--- src/rtl/core/tsf_pkg.sv ---
// tsf_pkg: shared types, constants and codes for the transport stream
// packet aligner and pid filter. No dependencies; used by every rtl/core file.
package tsf_pkg;

    // stream geometry and sizing
    localparam int PACKET_LEN    = 188;
    localparam int FILTER_DEPTH  = 32;
    localparam int COUNT_WIDTH   = 32;
    localparam int FILL_W        = $clog2(PACKET_LEN + 1);
    localparam int POS_W         = $clog2(PACKET_LEN);
    localparam int ENTRY_INDEX_W = 5;
    localparam int PID_W         = 13;
    localparam int PID_COUNT_W   = 6;
    localparam int OUT_COUNT_W   = 32;
    localparam int CFG_INDEX_W   = 2;
    localparam int CFG_DATA_W    = 6;

    localparam logic [7:0] SYNC_BYTE = 8'h47;
    localparam logic [4:0] PID_HI_MASK = 5'h1f;

    // item command codes
    localparam logic CMD_STREAM = 1'b0;
    localparam logic CMD_TABLE  = 1'b1;

    // configuration register indexes
    localparam logic [CFG_INDEX_W-1:0] REG_ACCEPT_ANY = 2'd0;
    localparam logic [CFG_INDEX_W-1:0] REG_PID_COUNT  = 2'd1;

    // input transaction payload
    typedef struct packed {
        logic                     cmd;
        logic [7:0]               data_byte;
        logic [ENTRY_INDEX_W-1:0] entry_index;
        logic [PID_W-1:0]         entry_pid;
    } in_item_t;

    // result transaction payload
    typedef struct packed {
        logic [7:0]             out_byte;
        logic                   out_valid;
        logic                   packet_start;
        logic                   packet_last;
        logic                   sync_locked;
        logic [OUT_COUNT_W-1:0] total_count;
        logic [OUT_COUNT_W-1:0] matched_count;
        logic [OUT_COUNT_W-1:0] bad_sync_count;
    } out_item_t;

    // view of the look-ahead window
    typedef struct packed {
        logic             full;
        logic [7:0]       lead_byte;
        logic [PID_W-1:0] pid;
    } win_status_t;

endpackage

--- src/rtl/core/tsf_window.sv ---
// tsf_window: 188-byte look-ahead shift line with fill tracking.
// Depends on tsf_pkg.
module tsf_window (
    input  logic                 clk,
    input  logic                 rst_n,
    input  logic                 shift_en,
    input  logic [7:0]           new_byte,
    output tsf_pkg::win_status_t status
);

    logic [7:0]                 win_reg [tsf_pkg::PACKET_LEN];
    logic [tsf_pkg::FILL_W-1:0] fill_reg;
    logic [tsf_pkg::FILL_W-1:0] fill_next;
    logic                       full;

    assign full = (fill_reg == tsf_pkg::FILL_W'(tsf_pkg::PACKET_LEN));

    // fill level saturates once the window holds a whole packet
    always_comb
    begin
        fill_next = fill_reg;
        if (shift_en && !full)
        begin
            fill_next = fill_reg + 1'b1;
        end
    end

    always_ff @(posedge clk or negedge rst_n)
    begin
        if (!rst_n)
        begin
            fill_reg <= '0;
        end
        else
        begin
            fill_reg <= fill_next;
        end
    end

    // oldest byte at index 0, arriving byte enters at the top
    always_ff @(posedge clk)
    begin
        if (shift_en)
        begin
            for (int i = 0; i < tsf_pkg::PACKET_LEN - 1; i++)
            begin
                win_reg[i] <= win_reg[i + 1];
            end
            win_reg[tsf_pkg::PACKET_LEN - 1] <= new_byte;
        end
    end

    // pid sits in the low 5 bits of byte 1 and all of byte 2
    assign status.full      = full;
    assign status.lead_byte = win_reg[0];
    assign status.pid       = {win_reg[1][4:0] & tsf_pkg::PID_HI_MASK, win_reg[2]};

endmodule

--- src/rtl/core/tsf_pid_match.sv ---
// tsf_pid_match: pid table storage and parallel match against a lookup pid.
// Depends on tsf_pkg.
module tsf_pid_match (
    input  logic                              clk,
    input  logic                              rst_n,
    input  logic                              wr_en,
    input  logic [tsf_pkg::ENTRY_INDEX_W-1:0] wr_index,
    input  logic [tsf_pkg::PID_W-1:0]         wr_pid,
    input  logic                              accept_any,
    input  logic [tsf_pkg::PID_COUNT_W-1:0]   pid_count,
    input  logic [tsf_pkg::PID_W-1:0]         lookup_pid,
    output logic                              hit
);

    logic [tsf_pkg::PID_W-1:0]        table_reg [tsf_pkg::FILTER_DEPTH];
    logic [tsf_pkg::FILTER_DEPTH-1:0] lane_hit;

    // table write, slots beyond the depth are dropped
    always_ff @(posedge clk or negedge rst_n)
    begin
        if (!rst_n)
        begin
            for (int i = 0; i < tsf_pkg::FILTER_DEPTH; i++)
            begin
                table_reg[i] <= '0;
            end
        end
        else if (wr_en)
        begin
            for (int i = 0; i < tsf_pkg::FILTER_DEPTH; i++)
            begin
                if (32'(wr_index) == 32'(i))
                begin
                    table_reg[i] <= wr_pid;
                end
            end
        end
    end

    // one comparator per slot; a count above the depth covers every slot
    always_comb
    begin
        for (int i = 0; i < tsf_pkg::FILTER_DEPTH; i++)
        begin
            lane_hit[i] = (32'(i) < 32'(pid_count)) && (table_reg[i] == lookup_pid);
        end
    end

    assign hit = accept_any || (|lane_hit);

endmodule

--- src/rtl/core/ts_sync_pid_filter.sv ---
// ts_sync_pid_filter: top level, input register, sync tracking, counters
// and result register. Depends on tsf_pkg, tsf_window and tsf_pid_match.
//
// Usage:
//   item channel (item_valid/item_ready/item) carries one transport stream
//   byte (cmd stream) or one pid table write (cmd table) per transaction.
//   result channel (result_valid/result_ready/result) returns exactly one
//   result per item: the byte leaving the 188-byte window when it belongs
//   to a passed packet, start/last marks, lock state and the three
//   saturating counters.
//   cfg channel (cfg_valid/cfg_ready/cfg_index/cfg_data) writes accept_any
//   (index 0) and pid_count (index 1); cfg_ready is always high. Write it
//   only while no item is in flight.
//   An accepted item moves from the input register to the result register;
//   one item is accepted every cycle while the result side is not stalled,
//   set by the single window/match/counter stage between the two registers.
//   A stalled result holds in the result register while one more item
//   waits in the input register; item_ready drops only when both are full.
//   Reset clears lock, position, fill level, counters, the pid table and
//   the registers (accept_any 0, pid_count 1); the first 188 bytes only
//   fill the window and produce results without a byte.
module ts_sync_pid_filter (
    input  logic                            clk,
    input  logic                            rst_n,
    input  logic                            item_valid,
    output logic                            item_ready,
    input  tsf_pkg::in_item_t               item,
    output logic                            result_valid,
    input  logic                            result_ready,
    output tsf_pkg::out_item_t              result,
    input  logic                            cfg_valid,
    output logic                            cfg_ready,
    input  logic [tsf_pkg::CFG_INDEX_W-1:0] cfg_index,
    input  logic [tsf_pkg::CFG_DATA_W-1:0]  cfg_data
);

    localparam logic ST_HUNT   = 1'b0;
    localparam logic ST_LOCKED = 1'b1;

    logic                            in_vld_reg;
    tsf_pkg::in_item_t               in_reg;
    logic                            res_vld_reg;
    tsf_pkg::out_item_t              res_reg;
    tsf_pkg::out_item_t              res_next;

    logic                            state_reg, state_next;
    logic [tsf_pkg::POS_W-1:0]       pos_reg, pos_next;
    logic                            pass_reg, pass_next;
    logic [tsf_pkg::COUNT_WIDTH-1:0] total_reg, total_next;
    logic [tsf_pkg::COUNT_WIDTH-1:0] matched_reg, matched_next;
    logic [tsf_pkg::COUNT_WIDTH-1:0] bad_reg, bad_next;
    logic                            accept_any_reg;
    logic [tsf_pkg::PID_COUNT_W-1:0] pid_count_reg;

    logic                            advance;
    logic                            process;
    logic                            shift_en;
    logic                            tbl_wr;
    logic                            hit;
    logic                            start;
    logic                            emit;
    tsf_pkg::win_status_t            win;

    localparam logic [tsf_pkg::COUNT_WIDTH-1:0] COUNT_MAX = '1;

    // handshake: result register frees the stage, input register feeds it
    assign advance      = !res_vld_reg || result_ready;
    assign process      = in_vld_reg && advance;
    assign item_ready   = !in_vld_reg || advance;
    assign result_valid = res_vld_reg;
    assign result       = res_reg;
    assign cfg_ready    = 1'b1;

    // input register
    always_ff @(posedge clk or negedge rst_n)
    begin
        if (!rst_n)
        begin
            in_vld_reg <= 1'b0;
        end
        else if (item_valid && item_ready)
        begin
            in_vld_reg <= 1'b1;
        end
        else if (advance)
        begin
            in_vld_reg <= 1'b0;
        end
    end

    always_ff @(posedge clk)
    begin
        if (item_valid && item_ready)
        begin
            in_reg <= item;
        end
    end

    // configuration registers
    always_ff @(posedge clk or negedge rst_n)
    begin
        if (!rst_n)
        begin
            accept_any_reg <= 1'b0;
            pid_count_reg  <= tsf_pkg::PID_COUNT_W'(1);
        end
        else if (cfg_valid && cfg_ready)
        begin
            unique case (cfg_index)
                tsf_pkg::REG_ACCEPT_ANY: accept_any_reg <= cfg_data[0];
                tsf_pkg::REG_PID_COUNT:  pid_count_reg  <= cfg_data[tsf_pkg::PID_COUNT_W-1:0];
                default: ;
            endcase
        end
    end

    assign shift_en = process && (in_reg.cmd == tsf_pkg::CMD_STREAM);
    assign tbl_wr   = process && (in_reg.cmd == tsf_pkg::CMD_TABLE);

    tsf_window u_window (
        .clk      (clk),
        .rst_n    (rst_n),
        .shift_en (shift_en),
        .new_byte (in_reg.data_byte),
        .status   (win)
    );

    tsf_pid_match u_pid_match (
        .clk        (clk),
        .rst_n      (rst_n),
        .wr_en      (tbl_wr),
        .wr_index   (in_reg.entry_index),
        .wr_pid     (in_reg.entry_pid),
        .accept_any (accept_any_reg),
        .pid_count  (pid_count_reg),
        .lookup_pid (win.pid),
        .hit        (hit)
    );

    // sync tracking, packet decision and counters
    always_comb
    begin
        state_next   = state_reg;
        pos_next     = pos_reg;
        pass_next    = pass_reg;
        total_next   = total_reg;
        matched_next = matched_reg;
        bad_next     = bad_reg;
        start        = 1'b0;
        emit         = 1'b0;
        res_next     = '0;

        if (shift_en && win.full)
        begin
            unique case (state_reg)
                ST_HUNT:
                begin
                    if (win.lead_byte == tsf_pkg::SYNC_BYTE &&
                        in_reg.data_byte == tsf_pkg::SYNC_BYTE)
                    begin
                        state_next = ST_LOCKED;
                        start      = 1'b1;
                    end
                end
                ST_LOCKED:
                begin
                    if (pos_reg == '0)
                    begin
                        if (win.lead_byte != tsf_pkg::SYNC_BYTE)
                        begin
                            if (bad_reg != COUNT_MAX)
                            begin
                                bad_next = bad_reg + 1'b1;
                            end
                            state_next = ST_HUNT;
                            pass_next  = 1'b0;
                        end
                        else
                        begin
                            start = 1'b1;
                        end
                    end
                    else
                    begin
                        emit = 1'b1;
                    end
                end
                default: ;
            endcase

            // packet start: count it and decide whether it passes
            if (start)
            begin
                emit      = 1'b1;
                pass_next = hit;
                if (total_reg != COUNT_MAX)
                begin
                    total_next = total_reg + 1'b1;
                end
                if (hit && matched_reg != COUNT_MAX)
                begin
                    matched_next = matched_reg + 1'b1;
                end
            end

            if (emit && pass_next)
            begin
                res_next.out_byte     = win.lead_byte;
                res_next.out_valid    = 1'b1;
                res_next.packet_start = (pos_reg == '0);
                res_next.packet_last  = (pos_reg == tsf_pkg::POS_W'(tsf_pkg::PACKET_LEN - 1));
            end

            // byte position within the packet
            if (state_next == ST_LOCKED)
            begin
                if (pos_reg == tsf_pkg::POS_W'(tsf_pkg::PACKET_LEN - 1))
                begin
                    pos_next = '0;
                end
                else
                begin
                    pos_next = pos_reg + 1'b1;
                end
            end
            else
            begin
                pos_next = '0;
            end
        end

        res_next.sync_locked    = (state_next == ST_LOCKED);
        res_next.total_count    = tsf_pkg::OUT_COUNT_W'(total_next);
        res_next.matched_count  = tsf_pkg::OUT_COUNT_W'(matched_next);
        res_next.bad_sync_count = tsf_pkg::OUT_COUNT_W'(bad_next);
    end

    // stream state
    always_ff @(posedge clk or negedge rst_n)
    begin
        if (!rst_n)
        begin
            state_reg   <= ST_HUNT;
            pos_reg     <= '0;
            pass_reg    <= 1'b0;
            total_reg   <= '0;
            matched_reg <= '0;
            bad_reg     <= '0;
        end
        else if (process)
        begin
            state_reg   <= state_next;
            pos_reg     <= pos_next;
            pass_reg    <= pass_next;
            total_reg   <= total_next;
            matched_reg <= matched_next;
            bad_reg     <= bad_next;
        end
    end

    // result register
    always_ff @(posedge clk or negedge rst_n)
    begin
        if (!rst_n)
        begin
            res_vld_reg <= 1'b0;
        end
        else if (advance)
        begin
            res_vld_reg <= in_vld_reg;
        end
    end

    always_ff @(posedge clk)
    begin
        if (process)
        begin
            res_reg <= res_next;
        end
    end

    // a passed packet always opens with the sync byte
    a_start_is_sync: assert property (@(posedge clk) disable iff (!rst_n)
        res_vld_reg && res_reg.packet_start |-> res_reg.out_byte == tsf_pkg::SYNC_BYTE)
        else $error("packet start without sync byte");

    // the last byte of a packet is only emitted while locked
    a_last_locked: assert property (@(posedge clk) disable iff (!rst_n)
        res_vld_reg && res_reg.packet_last |-> res_reg.sync_locked && res_reg.out_valid)
        else $error("packet last outside lock");

    // a waiting item stays put while the result side is stalled
    a_input_held: assert property (@(posedge clk) disable iff (!rst_n)
        in_vld_reg && !advance |=> in_vld_reg && $stable(in_reg))
        else $error("input register lost a stalled transaction");

    // bad-sync counter never goes backwards
    a_bad_monotonic: assert property (@(posedge clk) disable iff (!rst_n)
        process |=> bad_reg >= $past(bad_reg))
        else $error("bad sync counter decreased");

endmodule
--- config.mk ---
export PLATFORM = sky130hd
export DESIGN_NAME = ts_sync_pid_filter
export DESIGN_NICKNAME = d
export VERILOG_FILES = /design/src/rtl/core/tsf_pkg.sv /design/src/rtl/core/tsf_window.sv /design/src/rtl/core/tsf_pid_match.sv /design/src/rtl/core/ts_sync_pid_filter.sv
export SDC_FILE = /design/constraint.sdc
export NUM_CORES = 2
export LEC_CHECK = 0
export ABC_AREA = 1
export ABC_CLOCK_PERIOD_IN_PS = 48700
export BUFFER_PORTS_ARGS = -buffer_cell sky130_fd_sc_hd__buf_2
export CELL_PAD_IN_SITES_DETAIL_PLACEMENT = 0
export CELL_PAD_IN_SITES_GLOBAL_PLACEMENT = 1
export CORE_ASPECT_RATIO = 0.6
export CORE_UTILIZATION = 45
export DETAILED_ROUTE_END_ITERATION = 8
export HOLD_SLACK_MARGIN = 0.03
export PLACE_DENSITY_LB_ADDON = 0.1
export SLEW_MARGIN = 20
export SYNTH_ARGS = -nofsm -noshare
export SYNTH_HDL_FRONTEND = slang
export SYNTH_SLANG_ARGS = --single-unit
--- constraint.sdc ---
create_clock -name clk -period 48.7 [get_ports clk]
set_input_delay 2.435 -clock clk [delete_from_list [all_inputs] [get_ports clk]]
set_output_delay 2.435 -clock clk [all_outputs]
set_load 0.01 [all_outputs]
# Word-level counts from Yosys, hierarchy flattened

Memories as Yosys holds them, arrays and structs flattened.
Index checks and enable logic that the tools add are counted.

Add/sub/neg operators: 5
$lt $le $gt $ge: 32
Equality and inequality tests: 72
Muxes and demuxes: 36
Bitwise operators: 2
Reduce and logical (&&, ||, !) cells: 88

Operators with widths:

| kind                    | number |
|---|---|
| $eq A13 B13 Y1          | 32 |
| $mux W32                | 11 |
| $add A32 B1 Y32 const B | 3 |
| $lt A5 B6 Y1 const A    | 16 |
| $ne A32 B32 Y1 const B  | 3 |
| $eq A5 B5 Y1 const B    | 16 |
| $reduce_and A2 Y1       | 36 |
| $lt A4 B6 Y1 const A    | 8 |
| $logic_and A1 B1 Y1     | 41 |
| $eq A5 B4 Y1 const B    | 8 |
| $reduce_or A32 Y1       | 1 |
| $lt A3 B6 Y1 const A    | 4 |
| $eq A5 B3 Y1 const B    | 4 |
| $mux W1                 | 20 |
| $add A8 B1 Y8 const B   | 2 |
| $eq A8 B7 Y1 const B    | 2 |
| $eq A8 B8 Y1 const B    | 2 |
| $mux W8                 | 2 |
| $lt A1 B6 Y1 const A    | 2 |
| $lt A2 B6 Y1 const A    | 2 |
| $eq A5 B2 Y1 const B    | 2 |
| $logic_not A8 Y1        | 1 |
| $ne A8 B7 Y1 const B    | 1 |
| $eq A5 B1 Y1 const B    | 1 |
| 9 further kinds         | 15 |

Register bits after elaboration: 674
Bits in writable memories: 1,504
Bits of input ports: 40
Output and inout port bits: 111
Word-level logic and storage cells: 291
Memories kept: 1

Memories:

| name             | words | width | rd ports | clocked after Yosys merged registers in | wr ports | line             | RTL |
|---|---|---|---|---|---|---|---|
| u_window.win_reg | 188   | 8     | 188      | 0                                       | 188      | tsf_window.sv:11 | `logic [7:0] win_reg [tsf_pkg::PACKET_LEN];` |

# Depth between registers and ports, before layout

Depth after elaboration: 10
Gate-level depth with buffers: 19
Mapped depth without buffers: 17

# Modules after synthesis

Synthesis repeated with hierarchy kept, for this count alone.

Cells, all modules: 5,718
Area total of the unflattened synthesis: 79,289.8 um2

Modules (own cells, without submodules):

| module             | times used | cells an instance | area each (um2) | seq. area each (um2) |
|---|---|---|---|---|
| tsf_window         | 1          | 1,594             | 45,827.7        | 45,363.5 |
| tsf_pid_match      | 1          | 2,882             | 21,684.5        | 10,410.0 |
| ts_sync_pid_filter | 1          | 1,242             | 11,777.5        | 6,932.9 |

# Worst setup path before layout

No wires, ideal clock.

Path kind: input -> register
Start: input port result_ready
End: register u_window.fill_reg[7] (netlist bit)
Setup time: 0.079 ns
Arrival time: 39.439 ns
Required time: 48.621 ns
Setup slack: 9.182 ns
Stages: 11
Path buffers: 0
Cells stage by stage: inv_1 > nand2_1 > nand2_1 > inv_1 > nand2_1 > inv_1 > nand2_1 > nor2_1 > nand3_1 > nor3_1 > xor2_1

Word-level cells in the longest chain between the ends: 4

Ends and longest elaborated chain:

| item                   | line                      | RTL |
|---|---|---|
| start: declaration     | ts_sync_pid_filter.sv:29  | `input logic result_ready,` |
| $logic_or A1 B1 Y1     | ts_sync_pid_filter.sv:67  | `assign advance = !res_vld_reg \|\| result_ready;` |
| $logic_and A1 B1 Y1    | ts_sync_pid_filter.sv:68  | `assign process = in_vld_reg && advance;` |
| via process            | ts_sync_pid_filter.sv:56  | `logic process;` |
| $logic_and A1 B1 Y1    | ts_sync_pid_filter.sv:117 | `assign shift_en = process && (in_reg.cmd == tsf_pkg::CMD_STREAM);` |
| via shift_en           | ts_sync_pid_filter.sv:57  | `logic shift_en;` |
| $logic_and A1 B1 Y1    | tsf_window.sv:22          | `if (shift_en && !full)` |
| end signal: assignment | tsf_window.sv:36          | `fill_reg <= fill_next;` |
| end: declaration       | tsf_window.sv:12          | `logic [tsf_pkg::FILL_W-1:0] fill_reg;` |

The timed path passes the listed nets, and every way through them passes these cells.
A chain may end at the register's enable or synchronous reset.

==> results.rst <==
.. list-table::
   :header-rows: 1

   * - Metric
     - Value
   * - Status
     - complete, no violations
   * - Cell Pwr Density
     - 44.73 nW/um^2
   * - Arrival time at the worst endpoint
     - 6550 ps
   * - Mapped Avg Cell Area
     - 13.92 um^2
   * - Crit path max-delay family
     - buffers and inverters
   * - Share of the clock period used by the worst path after layout
     - 0.1256
   * - Final setup viols
     - 0
   * - Endpoint of the lowest-slack register-to-register path
     - result[100]$_SDFFCE_PN0P_
   * - Peak ir drop on the vdd network
     - 0.03101 mV
   * - Syn_nets
     - 5712
   * - Worst Clk Skew
     - 40.61 ps
   * - Worst Min Path Start
     - u_window.win_reg[2][406]$_DFFE_PP_
   * - Total instance count after detailed placement
     - 8041
   * - Number of enable flip-flop cells after synthesis
     - 1639
   * - Final standard cell utilization of the core
     - 0.5108
   * - Post-synthesis async set-or-reset flop share
     - 0.2475
   * - Critical path start-end classification
     - input port to register
   * - Detail-routed via count per cell
     - 4.935
   * - Count of H-tree levels built during CTS
     - 4
   * - Number of cell rows
     - 118
   * - Clock-pin slew on the worst setup and hold paths
     - 60 ps
   * - First-iteration detailed-routing DRC count
     - ~4200
   * - HP Class
     - register to register
   * - Worst Path Required
     - 49130 ps
   * - Detail Route Antenna Nets
     - 0
   * - Setup slack of the critical path after layout
     - 42580 ps
   * - CTS hold repair buffers
     - 0
   * - Critical Path Sink Type
     - register
   * - Worst-case hold path end point
     - u_window.win_reg[2][398]$_DFFE_PP_
   * - Vias
     - approximately 41000
   * - Number of pins with negative max-slew slack in the final report
     - 0
   * - WL per Instance
     - 20.01 um
   * - Most numerous cell on the critical path
     - nand2_1
   * - Critical path buffers and inverters
     - 7
   * - Die Footprint
     - 177000 um^2
   * - Area overhead of the layout relative to synthesis
     - 12.24%
   * - Final Wtd Congestion
     - between 0.8 and 0.9
   * - Number of flip-flops under the largest register name
     - roughly 1500
   * - Number of nets in the finished design
     - approximately 6000
   * - Clock latency at the later pin of the worst-skew pair
     - 830 ps
   * - Worst Tran Pin Value
     - about 1100 ps
   * - Total routing usage reported by global routing
     - 0.1907
   * - Proportion of layout cells with a drive suffix above 1
     - 0.09781
   * - Post-synthesis cell area
     - about 79000 um^2
   * - Lkg Pwr
     - 30.06 nW
   * - Count of cell types in the netlist
     - 42
   * - Length of the first detailed-routing pass in iterations
     - 9
   * - Number of buffers between clock root and the deepest sink
     - 4
   * - Number of cells traversed by the worst register-to-register path
     - 18
   * - Number of maximum-capacitance violations
     - 0
   * - Width of the die
     - 542.5 um
   * - Maximum fanout count along the critical path
     - roughly 200
   * - Achievable Freq
     - 0.1635 GHz
   * - Number of storage elements in the synthesis netlist
     - 2178
   * - Starting density of the core
     - 0.4551
   * - Clock sinks
     - 2178
   * - Number of global-route vias before repair
     - 38920
   * - Cell with the largest stage delay on the worst path
     - buf_4
   * - Fraction of the yosys area taken by sequential cells
     - 0.7950
   * - Wire length of the first global-routing pass
     - 251400 um
   * - Port Buffers
     - 149
   * - Syn Inst Count
     - 5665
   * - Floorplan Core Area
     - 173300 um^2
   * - Reg-to-reg critical path startpoint
     - u_window.win_reg[0][10]$_DFFE_PP_
   * - Height of the chip
     - around 330 um
   * - CTS tree
     - yes
   * - Number of post-CTS setup repair buffers
     - 0
   * - Top-Level Pins
     - 151
   * - Fin crit period
     - 6117 ps
   * - Slack of the worst reg-to-reg path
     - 43740 ps
   * - Slew HR
     - 0.2659
   * - Cts repair resizes
     - 0
   * - Nature of the critical path startpoint
     - input port
   * - Detailed Route WL
     - 168100 um
   * - Final Instance Count excl. Fillers
     - 8405
   * - Total clock buffers created by CTS
     - 200
   * - Setup repair after global routing missed its margin
     - no
   * - Max incr delay on CP
     - approximately 930 ps
   * - Number of design rule violations left after detail routing
     - 0
   * - Final Hold Fails
     - 0
   * - Synth Flop Type
     - edfxtp_1
   * - Cell chosen for the clock root
     - clkbuf_16
   * - Pre-CTS worst setup slack
     - 41510 ps
   * - Sum of negative setup slack
     - 0 ps
   * - Hold depth
     - 0
   * - Half-perimeter wire length after detailed placement
     - between 90000 and 100000 um
   * - Largest net degree at the start of global routing
     - around 200
   * - Number of antenna violations at the first check in global routing
     - 15
   * - Global-route congestion overflow total
     - 0
   * - Warnings from Yosys
     - 0
   * - Sequence of cells on the critical path
     - buf_2 > inv_1 > nand2_1 > nand2_1 > inv_4 > nand2_1 > inv_8 > buf_12 > buf_4 > buf_4
==> metal layers <==
metal	global-route usage	up-vias	share of wire
met4	0.04713	2	0.021
met2	0.2400	1036	0.38
li1	-	19680	-
met5	0	-	0.000042
met3	0.05003	264	0.078
met1	0.3193	20490	0.52
==> power breakdown <==
part	internal, mW	switching (mW)	total [mW]
registers	2.13	0.0620	2.19
clock network	0.832	0.659	1.49
logic	0.0824	0.193	0.275
total	3.05	0.914	3.96
==> logic make-up (layout without fill, tap and decap cells) <==
| family | count (synthesis) | in the layout | synth area share |
|---|---|---|---|
| DFF | 2178 | 2178 | 0.7950 |
| and+or+nand+nor | 2007 | 2007 | 0.1043 |
| buffers and inverters | 651 | 1049 | 0.03309 |
| AOI/OAI and AO/OA | 530 | 530 | 0.03413 |
| xor gates and xnor gates | 289 | 289 | 0.03209 |
| adders and majority gates | 7 | 7 | 0.001110 |
| muxes | 2 | 2 | 0.0002855 |
| other | 1 | 3 | 0.00004754 |
==> Yosys cell counts, types with 14 or more instances <==
cell | instances | share of area
nand4_1 | 53 | 0.0042
nor3_1 | 26 | 0.0016
nor2_1 | 379 | 0.018
nand2_1 | 1338 | 0.064
inv_2 | 20 | 0.00095
o22ai_1 | 14 | 0.0011
nand2_2 | 15 | 0.0012
buf_2 | 49 | 0.0031
buf_4 | 26 | 0.0025
nor2_2 | 20 | 0.0016
xnor2_1 | 123 | 0.014
edfxtp_1 | 1639 | 0.62
xor2_1 | 166 | 0.018
a21oi_1 | 62 | 0.0039
clkbuf_1 | 112 | 0.0053
dfrtp_1 | 538 | 0.17
inv_1 | 440 | 0.021
nand3_1 | 127 | 0.0081
o21ai_0 | 434 | 0.028
==> final cells by class <==
cell class / count / area [um^2]
clock inverters: 77 / 585.6
clock buffers: 282 / 5537
inverters: 463 / 1748
flip-flops and latches: 2178 / 62710
diodes: 2 / 5.005
multi-input cells: 2836 / 13600
repair buffers: 227 / 1430
fillers: 14780 / 84800
well taps: 2340 / 2928
==> per-stage QoR <==
step	hold slack [ps]	cell area, um^2	power, mW
floorplan	400.3	78880	2.569
global placement	400.1	82330	2.499
detailed placement	404.5	82330	2.507
CTS	376.3	88450	4.014
global route	379.0	88530	4.137
finish	392.5	88540	3.960
==> worst max path at each step <==
stage / from / end / depth (start not counted)
after floorplan: result_ready / u_window.fill_reg[7]$_DFFE_PN0P_ / 11
after global placement: result_ready / u_window.win_reg[1][101]$_DFFE_PP_ / 10
after detailed placement: result_ready / u_window.win_reg[0][508]$_DFFE_PP_ / 10
after CTS: result_ready / u_window.win_reg[1][117]$_DFFE_PP_ / 10
after global routing: result_ready / u_window.win_reg[1][82]$_DFFE_PP_ / 10
final: result_ready / u_window.win_reg[1][82]$_DFFE_PP_ / 10
==> placed cells by master (no fill, tap or decap), drive strengths merged <==
cell,instances
edfxtp,1639
nand2,1355
dfrtp,538
inv,460
o21ai,447
nor2,408
clkbuf,282
buf,227
xor2,166
nand3,132
xnor2,123
clkinv,67
a21oi,62
nand4,57
nor3,37
o22ai,14
nor4,12
bufinv,8
ha,7
clkinvlp,5
or2,3
diode,2
nand3b,2
mux2,2
o211ai,2
o21bai,2
nor3b,1
a211oi,1
o32ai,1
a31oi,1
conb,1
dfstp,1
(Power assumes the default switching activity.)
